--- config.mk ---
export PLATFORM = sky130hd
export DESIGN_NAME = codec_verb_table_filter_flat
export DESIGN_NICKNAME = d
export VERILOG_FILES = /design/src/design/cvtf_pkg.sv /design/src/design/cvtf_if.sv /design/src/design/codec_verb_table_filter.sv /design/src/flat_wrapper.sv
export VERILOG_INCLUDE_DIRS = /design/src /design/src/design
export SDC_FILE = /design/constraint.sdc
export NUM_CORES = 1
export LEC_CHECK = 0
export BUFFER_PORTS_ARGS = -buffer_cell sky130_fd_sc_hd__buf_2
export CAP_MARGIN = 0
export CORE_UTILIZATION = 30
export DETAILED_ROUTE_END_ITERATION = 7
export PLACE_DENSITY = 0.57
export SYNTH_ARGS = -nofsm -noshare
export SYNTH_HDL_FRONTEND = slang
export SYNTH_SLANG_ARGS = --single-unit
--- constraint.sdc ---
create_clock -name clk -period 5.5 [get_ports clk]
set_input_delay 0.55 -clock clk [delete_from_list [all_inputs] [get_ports clk]]
set_output_delay 0.55 -clock clk [all_outputs]
set_load 0.01 [all_outputs]
--- src/design/assert_macros.svh ---
// Assertion macros used by the filter design.
`ifndef ASSERT_MACROS_SVH
`define ASSERT_MACROS_SVH
`ifndef ASSERT_OFF
// Clocked property with reset disable, for modules that have clk and rst_n.
`define ASSERT_CLK(lbl, prop, msg) \
    lbl: assert property (@(posedge clk) disable iff (!rst_n) (prop)) else $error(msg);
// Implication that must hold from one cycle to the next.
`define ASSERT_NEXT(lbl, pre, post, msg) \
    lbl: assert property (@(posedge clk) disable iff (!rst_n) (pre) |=> (post)) \
        else $error(msg);
`else
`define ASSERT_CLK(lbl, prop, msg)
`define ASSERT_NEXT(lbl, pre, post, msg)
`endif
`endif

--- src/design/cvtf_pkg.sv ---
// Package with the types and constants of the verb table filter.
package cvtf_pkg;

    localparam int WORD_W     = 32;
    localparam int JACK_SHIFT = 2;                 // four body words per jack
    localparam int LEFT_W     = WORD_W + JACK_SHIFT;

    typedef enum logic [1:0] {
        POS_ID     = 2'd0,
        POS_SUBSYS = 2'd1,
        POS_COUNT  = 2'd2,
        POS_BODY   = 2'd3
    } pos_t;

    typedef enum logic {
        KIND_VERB   = 1'b0,
        KIND_STATUS = 1'b1
    } kind_t;

    typedef struct packed {
        logic              result_kind;
        logic [WORD_W-1:0] verb_word;
        logic              found;
        logic              is_last;
    } result_t;

endpackage

--- src/design/cvtf_if.sv ---
// Channel interfaces: table words in, results out and the codec id write port.
interface cvtf_in_if;
    logic                        valid;
    logic                        ready;
    logic [cvtf_pkg::WORD_W-1:0] table_word;
    logic                        last_word;
    modport source (output valid, output table_word, output last_word, input ready);
    modport sink (input valid, input table_word, input last_word, output ready);
endinterface

interface cvtf_out_if;
    logic                        valid;
    logic                        ready;
    logic                        result_kind;
    logic [cvtf_pkg::WORD_W-1:0] verb_word;
    logic                        found;
    logic                        is_last;
    modport source (output valid, output result_kind, output verb_word, output found,
                    output is_last, input ready);
    modport sink (input valid, input result_kind, input verb_word, input found,
                  input is_last, output ready);
endinterface

interface cvtf_cfg_if;
    logic                        valid;
    logic                        ready;
    logic [cvtf_pkg::WORD_W-1:0] data;
    modport source (output valid, output data, input ready);
    modport sink (input valid, input data, output ready);
endinterface

--- src/design/codec_verb_table_filter.sv ---
// Top level of the codec verb table filter.
//
// The block reads a concatenated verb table one 32-bit word per beat and
// forwards the body words of the first section whose vendor/device id equals
// codec_id, each as a verb result; every other word is swallowed. On the beat
// marked last_word it adds an end-of-table status result whose found bit says
// whether a matching section with a nonzero jack count was seen, and then it
// starts afresh for the next table. A table word is taken in every cycle in
// which the input is ready: the header and body tracking is a single compare
// and counter update done in the same cycle as the word is accepted. Results
// leave through a three-entry output queue, one per beat, so the sustained
// rate is one table word per cycle while the output does not stall, except
// that a last word which is itself a verb yields two results, which leave on
// separate beats. The input is ready whenever the queue holds at most one
// result, which keeps ready independent of the downstream ready in the same
// cycle. codec_id may only be rewritten while the block is idle; the write
// port is always ready and the new id applies from the next table word.
`include "assert_macros.svh"

module codec_verb_table_filter (
    input  logic            clk,
    input  logic            rst_n,
    cvtf_in_if.sink         tbl,
    cvtf_out_if.source      res,
    cvtf_cfg_if.sink        cfg
);

    localparam int QDEPTH = 3;

    // Configuration register.
    logic [cvtf_pkg::WORD_W-1:0] codec_id_reg;

    // Search state.
    cvtf_pkg::pos_t              pos_reg, pos_next;
    logic                        match_reg, match_next;
    logic [cvtf_pkg::LEFT_W-1:0] left_reg, left_next;
    logic                        fin_reg, fin_next;
    logic                        nonempty_reg, nonempty_next;

    // Output queue, entry 0 is the head.
    cvtf_pkg::result_t q_reg [QDEPTH];
    cvtf_pkg::result_t q_next [QDEPTH];
    logic [1:0]        cnt_reg, cnt_next;

    logic              acc;
    logic              pop;
    logic              has_verb;
    logic [1:0]        npush;
    logic [1:0]        base;
    cvtf_pkg::result_t first_res, second_res, verb_res, status_res;
    logic [cvtf_pkg::LEFT_W-1:0] left_dec;

    assign cfg.ready = 1'b1;

    assign tbl.ready = (cnt_reg <= 2'd1);
    assign acc       = tbl.valid && tbl.ready;

    assign res.valid       = (cnt_reg != 2'd0);
    assign res.result_kind = q_reg[0].result_kind;
    assign res.verb_word   = q_reg[0].verb_word;
    assign res.found       = q_reg[0].found;
    assign res.is_last     = q_reg[0].is_last;
    assign pop             = res.valid && res.ready;

    // Header and body tracking for the word on the input.
    always_comb
    begin
        pos_next      = pos_reg;
        match_next    = match_reg;
        left_next     = left_reg;
        fin_next      = fin_reg;
        nonempty_next = nonempty_reg;
        has_verb      = 1'b0;
        left_dec      = (left_reg != '0) ? left_reg - 1'b1 : left_reg;
        if (!fin_reg)
        begin
            unique case (pos_reg)
                cvtf_pkg::POS_ID:
                begin
                    match_next = (tbl.table_word == codec_id_reg);
                    pos_next   = cvtf_pkg::POS_SUBSYS;
                end
                cvtf_pkg::POS_SUBSYS:
                begin
                    pos_next = cvtf_pkg::POS_COUNT;
                end
                cvtf_pkg::POS_COUNT:
                begin
                    left_next = {tbl.table_word, {cvtf_pkg::JACK_SHIFT{1'b0}}};
                    if (match_reg)
                    begin
                        nonempty_next = (tbl.table_word != '0);
                        if (tbl.table_word == '0)
                        begin
                            fin_next = 1'b1;
                        end
                    end
                    pos_next = (tbl.table_word == '0) ? cvtf_pkg::POS_ID
                                                      : cvtf_pkg::POS_BODY;
                end
                cvtf_pkg::POS_BODY:
                begin
                    has_verb  = match_reg;
                    left_next = left_dec;
                    if (left_dec == '0)
                    begin
                        pos_next = cvtf_pkg::POS_ID;
                        if (match_reg)
                        begin
                            fin_next = 1'b1;
                        end
                    end
                end
                default:
                begin
                    pos_next = cvtf_pkg::POS_ID;
                end
            endcase
        end

        // The status reports what this word leaves behind, then the search
        // returns to its start for the next table.
        status_res.result_kind = cvtf_pkg::KIND_STATUS;
        status_res.verb_word   = '0;
        status_res.found       = nonempty_next;
        status_res.is_last     = 1'b1;

        verb_res.result_kind = cvtf_pkg::KIND_VERB;
        verb_res.verb_word   = tbl.table_word;
        verb_res.found       = 1'b0;
        verb_res.is_last     = !tbl.last_word;

        if (tbl.last_word)
        begin
            pos_next      = cvtf_pkg::POS_ID;
            match_next    = 1'b0;
            left_next     = '0;
            fin_next      = 1'b0;
            nonempty_next = 1'b0;
        end
    end

    // Queue update: shift on a pop, then append up to two results.
    always_comb
    begin
        first_res  = has_verb ? verb_res : status_res;
        second_res = status_res;
        npush      = acc ? ({1'b0, has_verb} + {1'b0, tbl.last_word}) : 2'd0;
        base       = cnt_reg - {1'b0, pop};
        for (int i = 0; i < QDEPTH; i++)
        begin
            if (pop && (i < QDEPTH - 1))
            begin
                q_next[i] = q_reg[i + 1];
            end
            else
            begin
                q_next[i] = q_reg[i];
            end
            if ((npush != 2'd0) && (base == 2'(i)))
            begin
                q_next[i] = first_res;
            end
            if ((npush == 2'd2) && ((base + 2'd1) == 2'(i)))
            begin
                q_next[i] = second_res;
            end
        end
        cnt_next = base + npush;
    end

    always_ff @(posedge clk or negedge rst_n)
    begin
        if (!rst_n)
        begin
            codec_id_reg <= '0;
            pos_reg      <= cvtf_pkg::POS_ID;
            match_reg    <= 1'b0;
            left_reg     <= '0;
            fin_reg      <= 1'b0;
            nonempty_reg <= 1'b0;
            cnt_reg      <= 2'd0;
        end
        else
        begin
            if (cfg.valid && cfg.ready)
            begin
                codec_id_reg <= cfg.data;
            end
            if (acc)
            begin
                pos_reg      <= pos_next;
                match_reg    <= match_next;
                left_reg     <= left_next;
                fin_reg      <= fin_next;
                nonempty_reg <= nonempty_next;
            end
            cnt_reg <= cnt_next;
        end
    end

    // Queue payload carries no reset.
    always_ff @(posedge clk)
    begin
        for (int i = 0; i < QDEPTH; i++)
        begin
            q_reg[i] <= q_next[i];
        end
    end

    // Inside a body there is always at least one word still to come.
    `ASSERT_CLK(a_body_left, (pos_reg != cvtf_pkg::POS_BODY) || (left_reg != '0), "body with no words left")
    // A finished search only follows a matching section and waits at a header.
    `ASSERT_CLK(a_fin_state, !fin_reg || (match_reg && (pos_reg == cvtf_pkg::POS_ID)), "finished search in wrong state")
    // The last word of a table leaves the search at its start.
    `ASSERT_NEXT(a_last_clears, acc && tbl.last_word, (pos_reg == cvtf_pkg::POS_ID) && !fin_reg && !nonempty_reg && !match_reg, "search not cleared after last word")

endmodule

--- src/flat_wrapper.sv ---
// flat-port wrapper written by rule: the top's interface ports become plain ports
module codec_verb_table_filter_flat 
  (clk, rst_n, tbl_valid, tbl_table_word, tbl_last_word, tbl_ready, res_valid, res_result_kind, res_verb_word, res_found, res_is_last, res_ready, cfg_valid, cfg_data, cfg_ready);
  cvtf_in_if tbl_i ();
  cvtf_out_if res_i ();
  cvtf_cfg_if cfg_i ();
  input  logic clk;
  input  logic rst_n;
  input wire logic [$bits(tbl_i.valid)-1:0] tbl_valid;
  input wire logic [$bits(tbl_i.table_word)-1:0] tbl_table_word;
  input wire logic [$bits(tbl_i.last_word)-1:0] tbl_last_word;
  output wire logic [$bits(tbl_i.ready)-1:0] tbl_ready;
  output wire logic [$bits(res_i.valid)-1:0] res_valid;
  output wire logic [$bits(res_i.result_kind)-1:0] res_result_kind;
  output wire logic [$bits(res_i.verb_word)-1:0] res_verb_word;
  output wire logic [$bits(res_i.found)-1:0] res_found;
  output wire logic [$bits(res_i.is_last)-1:0] res_is_last;
  input wire logic [$bits(res_i.ready)-1:0] res_ready;
  input wire logic [$bits(cfg_i.valid)-1:0] cfg_valid;
  input wire logic [$bits(cfg_i.data)-1:0] cfg_data;
  output wire logic [$bits(cfg_i.ready)-1:0] cfg_ready;
  assign tbl_i.valid = tbl_valid;
  assign tbl_i.table_word = tbl_table_word;
  assign tbl_i.last_word = tbl_last_word;
  assign tbl_ready = tbl_i.ready;
  assign res_valid = res_i.valid;
  assign res_result_kind = res_i.result_kind;
  assign res_verb_word = res_i.verb_word;
  assign res_found = res_i.found;
  assign res_is_last = res_i.is_last;
  assign res_i.ready = res_ready;
  assign cfg_i.valid = cfg_valid;
  assign cfg_i.data = cfg_data;
  assign cfg_ready = cfg_i.ready;
  codec_verb_table_filter u_core (.clk(clk), .rst_n(rst_n), .tbl(tbl_i), .res(res_i), .cfg(cfg_i));
endmodule
; Yosys cells after proc, flatten, opt, wreduce, memory -nomap -nowiden
; Memories as Yosys holds them, arrays and structs flattened.
; Index checks and enable logic that the tools add are counted.
[word_totals]
ff_bits = 73
ram_bits = 105
out_inout_bits = 38
word_cells = 83
memories = 1
[memory_table]
columns = name, words, word_bits, read_ports, rd_ports_with_merged_regs, write_ports, line_no
row1 = u_core.q_reg, 3, 35, 3, 0, 3, codec_verb_table_filter.sv:41  ; cvtf_pkg::result_t q_reg [QDEPTH];
[op_classes]
n_addsub = 5
order_cmp = 1
eq_ne = 11
muxes = 35
n_reduce_logical = 23
[ops]
columns = operator, count
row1 = 35-bit two-way mux, 9
row2 = 34-bit two-way mux, 3
row3 = 34-bit one-hot mux with 2 select lines, 1
row4 = 34-bit zero test, 1
row5 = 34-bit nonzero test, 1
row6 = 34-bit by 1-bit subtractor with 34-bit output (second input constant), 1
row7 = 32-bit equality test, 1
row8 = 32-bit zero test, 1
row9 = 32-bit nonzero test, 1
row10 = 1-bit two-way mux, 15
row11 = 2-bit equality test (second input constant), 5
row12 = 2-bit two-way mux, 5
row13 = 3-bit AND reduction, 3
row14 = 1-bit logical AND, 8
row15 = 2-bit one-hot mux with 4 select lines, 1
row16 = 2-bit by 1-bit equality test with 1-bit output (second input constant), 3
row17 = 2-bit zero test, 3
row18 = 2-bit nonzero test, 3
row19 = 3-bit by 2-bit != test with 1-bit output (second input constant), 1
row20 = 3-bit nonzero test, 1
row21 = 1-bit by 1-bit adder with 2-bit output, 1
row22 = 2-bit by 1-bit adder with 2-bit output (second input constant), 1
row23 = 2-bit adder, 1
row24 = 2-bit by 1-bit less-or-equal comparator with 1-bit output (second input constant), 1
row25 = 4 further kinds, 4

; Logic depth before layout (Yosys ltp)
; Gate-level depths: netlist of the first run.
[depth]
word_depth = 9
mapped_depth = 14
depth_no_buf = 11

; Worst setup path before layout of the first run
; Ideal clock, no wire load.
[synth_timing]
kind = register to register
from = register, netlist name u_core.cnt_reg[1]
to = memory u_core.q_reg[0][36] (netlist name) (enable)
setup_ps = 272
arrival_ps = 2862
t_required_ps = 5228
path_slack_ps = 2366
stages_incl_launch_ff = 14
path_buffers = 4
period_less_slack_ps = 3134
path_cell_list = dfrtp_1 -> inv_1 -> nand2_1 -> nand2_1 -> clkinv_1 -> buf_1 -> ha_1 -> clkbuf_1 -> xnor2_1 -> and2_0 -> nand2_1 -> clkbuf_1 -> clkbuf_1 -> nand3_1
[synth_rtl]
columns = element, line_no
row1 = to (decl), codec_verb_table_filter.sv:41

==> out/qor.yml, run 1 <==
post-dp-hpwl_um: 19500
violations: "DRC"
fin_crit_sh_pct: 64.3
synthArstFlopShare_pct: 41.0
antennaDiodeCount: 0
grtUsageTotal_pct: 18.0
grt_pass1_vias: 7789
fin_crit_ns: 3.54
final_common_cell: "a21oi_1"
wl_met1_um: 13700
core_region_area_mm2: 0.0308
p_comb_share_pct: 40.0
clockRootBuffer: "clkbuf_16"
cts_buffers: 17
setup_tns_ns: 0
vdd_drop_max_uv: 179
cp.arrival_ns: 3.89
post_cts_buffers: 0
antenna_found_initial: 0
die_w_um: 180
wl_met2_um: 12400
cts_tree: "done"
grt-ovfl-total: 0
antenna_left: 0
p_sw_share_pct: 40.5
start_kind: "flip-flop"
yosysTopAreaCellShare_pct: 21.6
ys.flop_type: "dfxtp_1"
routed_wl_um: 28600
clk_latency_ns: 0.44
cts_sinks: 178
seq_power_share_pct: 37.1
wl_met3_um: 1830
finalHoldViolCount: 0
dieHeight_um: 180
synth_top_cells_by_area: "dfxtp_1, dfrtp_1, mux2i_1, a21oi_1, a211oi_1"
synthCells: 1042
rows: 64
final_cell_mix: "a21oi_1, buf_2, dfxtp_1"
yosys.area.top_type: "dfxtp_1"
grt_max_degree: 88
fin_skew_ns: 0.0134
largest_reg_flops: 105
clock.fmax_ghz: 0.283
powerDensity_mw_per_mm2: 500
area_growth_pct: 12.4
seq_area_frac_synth_pct: 41.8
synth-seq-cells: 178
pwr-share-clk_pct: 22.9
dr.max_layer_used: "met4"
h-tree-depth: 4
syn_area_mm2: 0.00947
crit_type: "flip-flop to flip-flop"
dpl-instance-area_mm2: 0.0101
p_switching_mw: 2.16
place.gp.congestion: 0.901
leakage_nw: 4.46
fillers: 3165
status: "finished with violations"
postCtsHoldBufs: 0
io_buffers: 106
grt_first_pass_wirelength_um: 45800
vias: 8017
synth-edff-count: 3
drt_first_pass_iters: 7
drtIter0Drc: 614
cp.required_ns: 5.85
end_kind: "flip-flop"
stdcell_area_mm2: 0.0106
multi_input_area_mm2: 0.00494
layout.nets: 1143
maxCapViolations: 0
vias_per_cell: 5.43
drc_errors: 6
finalSetupViolCount: 0
cts_max_path_buffers: 2
wire_per_inst_um: 19.3
synth_fp_nets: 1117
rsz0062_at_grt: "no"
final_layout_size_suffix_gt1_share_pct: 19.8
seqCellArea_mm2: 0.00396
worstMarginPinSlew_ns: 1.07
netlist-cell-type-count: 68
hold_class: "primary input to asynchronous set/reset pin"
start_util_pct: 30.7
pin_count: 108
drv_slew: 0
ys_warn_count: 0
cts_resized: 0
clkTransAtPathRegs_ns: 0.07
dieArea_mm2: 0.0323
syn_area_per_cell_um2: 9.09
crit_path_max_fanout: 38
power.internal_mw: 3.16
max-slew-margin-rel_pct: 28.9
-- power by group through the flow --
stage	registers, mW	logic (mW)	clock network (mW)
after floorplan	1.86	1.72	0
after global placement	1.99	2.07	0
after detailed placement	1.99	2.10	0
after CTS	1.97	2.11	1.24
after global routing	2.02	2.36	1.30
final	1.98	2.13	1.22
-- per-layer routing --
metal  GRT usage (%)  up-vias
li1                -     3867
met5               0        -
met3            4.03       35
met2            27.3      229
met1            25.1     3886
met4            5.83        0
-- layout make-up --
type | instances | share of cell area (%)
clock buffer | 20 | 4.39
clock inverter | 12 | 1.12
timing repair buffer | 117 | 5.78
tap | 396 | 4.65
inverter | 13 | 0.458
multi-input combinational | 741 | 46.4
sequential | 178 | 37.2
-- cells by family after synthesis --
logic type | synth area share [%]
XOR/XNOR | 3.88
multiplexers | 11.0
AND/OR/NAND/NOR | 16.0
adder cells (fa/ha/maj) | 0.661
other | 0.0396
flip-flops | 41.8
AO/OA/AOI/OAI | 20.3
buffers and inverters | 6.25
-- critical path: stages, from the launching register on --
cell	delay, ns
dfrtp_1	0.42
inv_1	0.10
nand2_1	0.11
nand2_4	0.09
clkinv_1	0.47
ha_1	0.50
xnor2_1	0.18
and2_0	0.25
nand2_2	0.56
buf_4	0.44
a21oi_1	0.08
a211oi_1	0.24
-- per-stage QoR --
stage | power [mW] | utilization, % | std cells | hold slack [ns] | worst slack, ns
2_1_floorplan | 3.58 | - | 1042 | 0.254 | 2.37
3_3_place_gp | 4.06 | 32.6 | 1445 | 0.441 | 2.07
3_5_place_dp | 4.09 | 32.6 | 1445 | 0.446 | 1.98
4_1_cts | 5.32 | 34.5 | 1477 | 0.307 | 1.99
5_1_grt | 5.68 | 34.5 | 1477 | 0.329 | 1.58
6_report | 5.32 | 34.5 | 1477 | 0.268 | 1.96
-- path summary, 6_finish.rpt --
| path | from | end | slack [ns] | depth (start not counted) |
|---|---|---|---|---|
| min in group clk | cfg_data[23] | u_core.codec_id_reg[23] | 0.34 | 2 |
| min | rst_n | u_core.codec_id_reg[31] | 0.27 | 1 |
| min reg2reg | u_core.q_reg[0][87] | u_core.q_reg[0][87] | 0.45 | 2 |
| max reg2reg | u_core.cnt_reg[1] | u_core.q_reg[0][49] | 1.96 | 11 |
| max in group asynchronous | rst_n | u_core.match_reg | 4.60 | 1 |
| max | u_core.cnt_reg[1] | u_core.q_reg[0][49] | 1.96 | 11 |
-- synth_stat cells, drive strengths merged, types with 11 or more instances --
| cell type | n |
|---|---|
| a211oi | 65 |
| a21oi | 129 |
| a22o | 13 |
| a31oi | 11 |
| buf | 51 |
| clkbuf | 59 |
| dfrtp | 73 |
| dfxtp | 102 |
| inv | 12 |
| mux2 | 32 |
| mux2i | 68 |
| nand2 | 63 |
| nand3 | 36 |
| nand4 | 14 |
| nor2 | 59 |
| nor3 | 24 |
| nor4 | 35 |
| o21ai | 68 |
| xnor2 | 13 |
| xor2 | 29 |
(Power assumes the default switching activity.)
==> inputs of run 2 (changes only) <==
- PLACE_DENSITY: 0.57 -> 0.58
- clock period: 5.5 -> 3.05 ns (I/O delays scaled with it)
==> run 2 against run 1 <==
  * The flow still finishes with violations (DRC)
  * Critical path depth shrank 2
  * Clock power grew 87%
  * Worst hold slack lost 0.24 ns
  * Final area grew 4.2%
  * Core utilization grew 1.4 points
  * Critical path type unchanged
  * Highest routed layer is now met5
==> out/qor.yml, run 2 (synthesis gave the netlist of run 1 again) <==
antenna_left: 0
rsz0062_at_grt: "no"
p_comb_share_pct: 43.8
final_layout_size_suffix_gt1_share_pct: 23.4
drt_first_pass_iters: 8
leakage_nw: 4.72
grt_pass1_vias: 8083
place.gp.congestion: 0.916
power.internal_mw: 6.00
cp_slowest_stage_delay_ns: 0.49
crit_top_cell: "a21o_1"
hold_class: "primary input to asynchronous set/reset pin"
r2r_setup_slack_ns: 0.20
cp.arrival_ns: 3.18
grt_max_degree: 88
final_util_pct: 36.0
hold_slack_ns: 0.0261
dpl-instance-area_mm2: 0.0105
crit_path_max_fanout: 7
r2r_end: "u_core.pos_reg[1]"
cp.required_ns: 3.38
grt_first_pass_wirelength_um: 48300
antennaDiodeCount: 0
path_depth: 9
postCtsHoldBufs: 0
vdd_drop_max_uv: 446
area_growth_pct: 17.2
vias_per_cell: 5.41
post-dp-hpwl_um: 20800
grt-ovfl-total: 0
cts_tree: "done"
stdcell_area_mm2: 0.0111
core_region_area_mm2: 0.0308
crit_chain: "nor4_4, nand3_1, a21o_1, or3_2, xnor2_1, nor4bb_1, buf_4, nand4_2, a21o_1"
violations: "DRC"
wire_per_inst_um: 19.5
largest_reg_flops: 105
p_sw_share_pct: 41.2
power.total_mw: 10.2
antenna_found_initial: 1
setup_tns_ns: 0
rr_worst_depth: 9
seq_power_share_pct: 33.9
fin_crit_sh_pct: 93.6
crit_path_top_delay_cell: "dfrtp_1"
crit_type: "flip-flop to flip-flop"
crit-reg2reg-launch: "u_core.left_reg[6]"
vias: 8247
die_w_um: 180
end_kind: "flip-flop"
drtIter0Drc: 695
fin_crit_ns: 2.85
cts_sinks: 178
pin_count: 108
clock.fmax_ghz: 0.350
start_kind: "flip-flop"
dp.cells: 1490
drc_errors: 4
worstMarginPinSlew_ns: 1.07
status: "finished with violations"
cts_max_path_buffers: 2
p_switching_mw: 4.20
place_ws_ns: 0.131
crit_family: "simple AND/OR/NAND/NOR gates"
dieHeight_um: 180
h-tree-depth: 4
crit_buf_inv: 1
final_common_cell: "a21oi_1"
instances_no_fill: 1523
layout.nets: 1189
fin_skew_ns: 0.0119
clk_latency_ns: 0.44
dieArea_mm2: 0.0323
finalSetupViolCount: 0
maxCapViolations: 0
grtUsageTotal_pct: 19.0
cts_buffers: 17
clockRootBuffer: "clkbuf_16"
start_util_pct: 30.7
clkTransAtPathRegs_ns: 0.08
worst_slack_ns: 0.197
finalHoldViolCount: 0
pwr-share-clk_pct: 22.3
final_cell_mix: "a21oi_1, buf_2, dfxtp_1"
rows: 64
max-slew-margin-rel_pct: 28.4
routed_wl_um: 29800
drv_slew: 0
io_buffers: 106
powerDensity_mw_per_mm2: 920
run 2: cell count changes in the layout (fill, tap and decap cells not counted), sizes merged:
cell,change
clkinv,+1
clkbuf,-2
clkinvlp,-2
buf,+46
inv,+4
bufinv,-1
run 2: timing repair:
item / in CTS / in global routing
endpoints found under the setup margin: 0 / 3
buffers inserted: 0 / 1
resized for setup: 0 / 3
run 2: worst max-delay path by stage:
| stage | slack (ns) | end | startpoint |
|---|---|---|---|
| floorplan | -0.02 | u_core.q_reg[0][71] | u_core.cnt_reg[1] |
| global route | 0.007 | u_core.fin_reg | u_core.left_reg[6] |
| CTS | 0.10 | u_core.pos_reg[1] | u_core.left_reg[18] |
| global placement | 0.24 | u_core.pos_reg[0] | u_core.left_reg[1] |
| detailed placement | 0.13 | u_core.pos_reg[1] | u_core.left_reg[18] |
| finish | 0.20 | u_core.pos_reg[1] | u_core.left_reg[6] |
run 2: layout make-up:
cell class / count / area (um^2)
Multi-Input combinational cell: 741 / 4960
Sequential cell: 178 / 3960
Clock buffer: 18 / 450
Inverter: 13 / 48.8
Timing Repair Buffer: 163 / 1020
Tap cell: 396 / 495
Clock inverter: 14 / 156
Fill cell: 3112 / 19700
run 2: routing by layer:
layer  part of all wire, %  vias to the layer above  track usage (%)
met5                 0.034                        -                0
met4                   1.9                        2             5.24
met3                   4.9                       31             3.28
met2                    44                      233             29.1
met1                    50                     4023             27.2
li1                      -                     3958                -
run 2: worst reg2reg max path: stages (launching register included):
cell and delay (ns):
dfrtp_1 0.49, nor4_4 0.46, nand3_1 0.18, a21o_1 0.21, or3_2 0.42, xnor2_1 0.18
nor4bb_1 0.28, buf_4 0.16, nand4_2 0.17, a21o_1 0.21
run 2: power groups by stage:
stage | logic [mW] | registers (mW) | clock network [mW]
floorplan | 3.11 | 3.35 | 0
global placement | 4.41 | 3.48 | 0
detailed placement | 4.40 | 3.50 | 0
CTS | 4.42 | 3.45 | 2.32
global route | 4.92 | 3.55 | 2.42
finish | 4.47 | 3.46 | 2.28
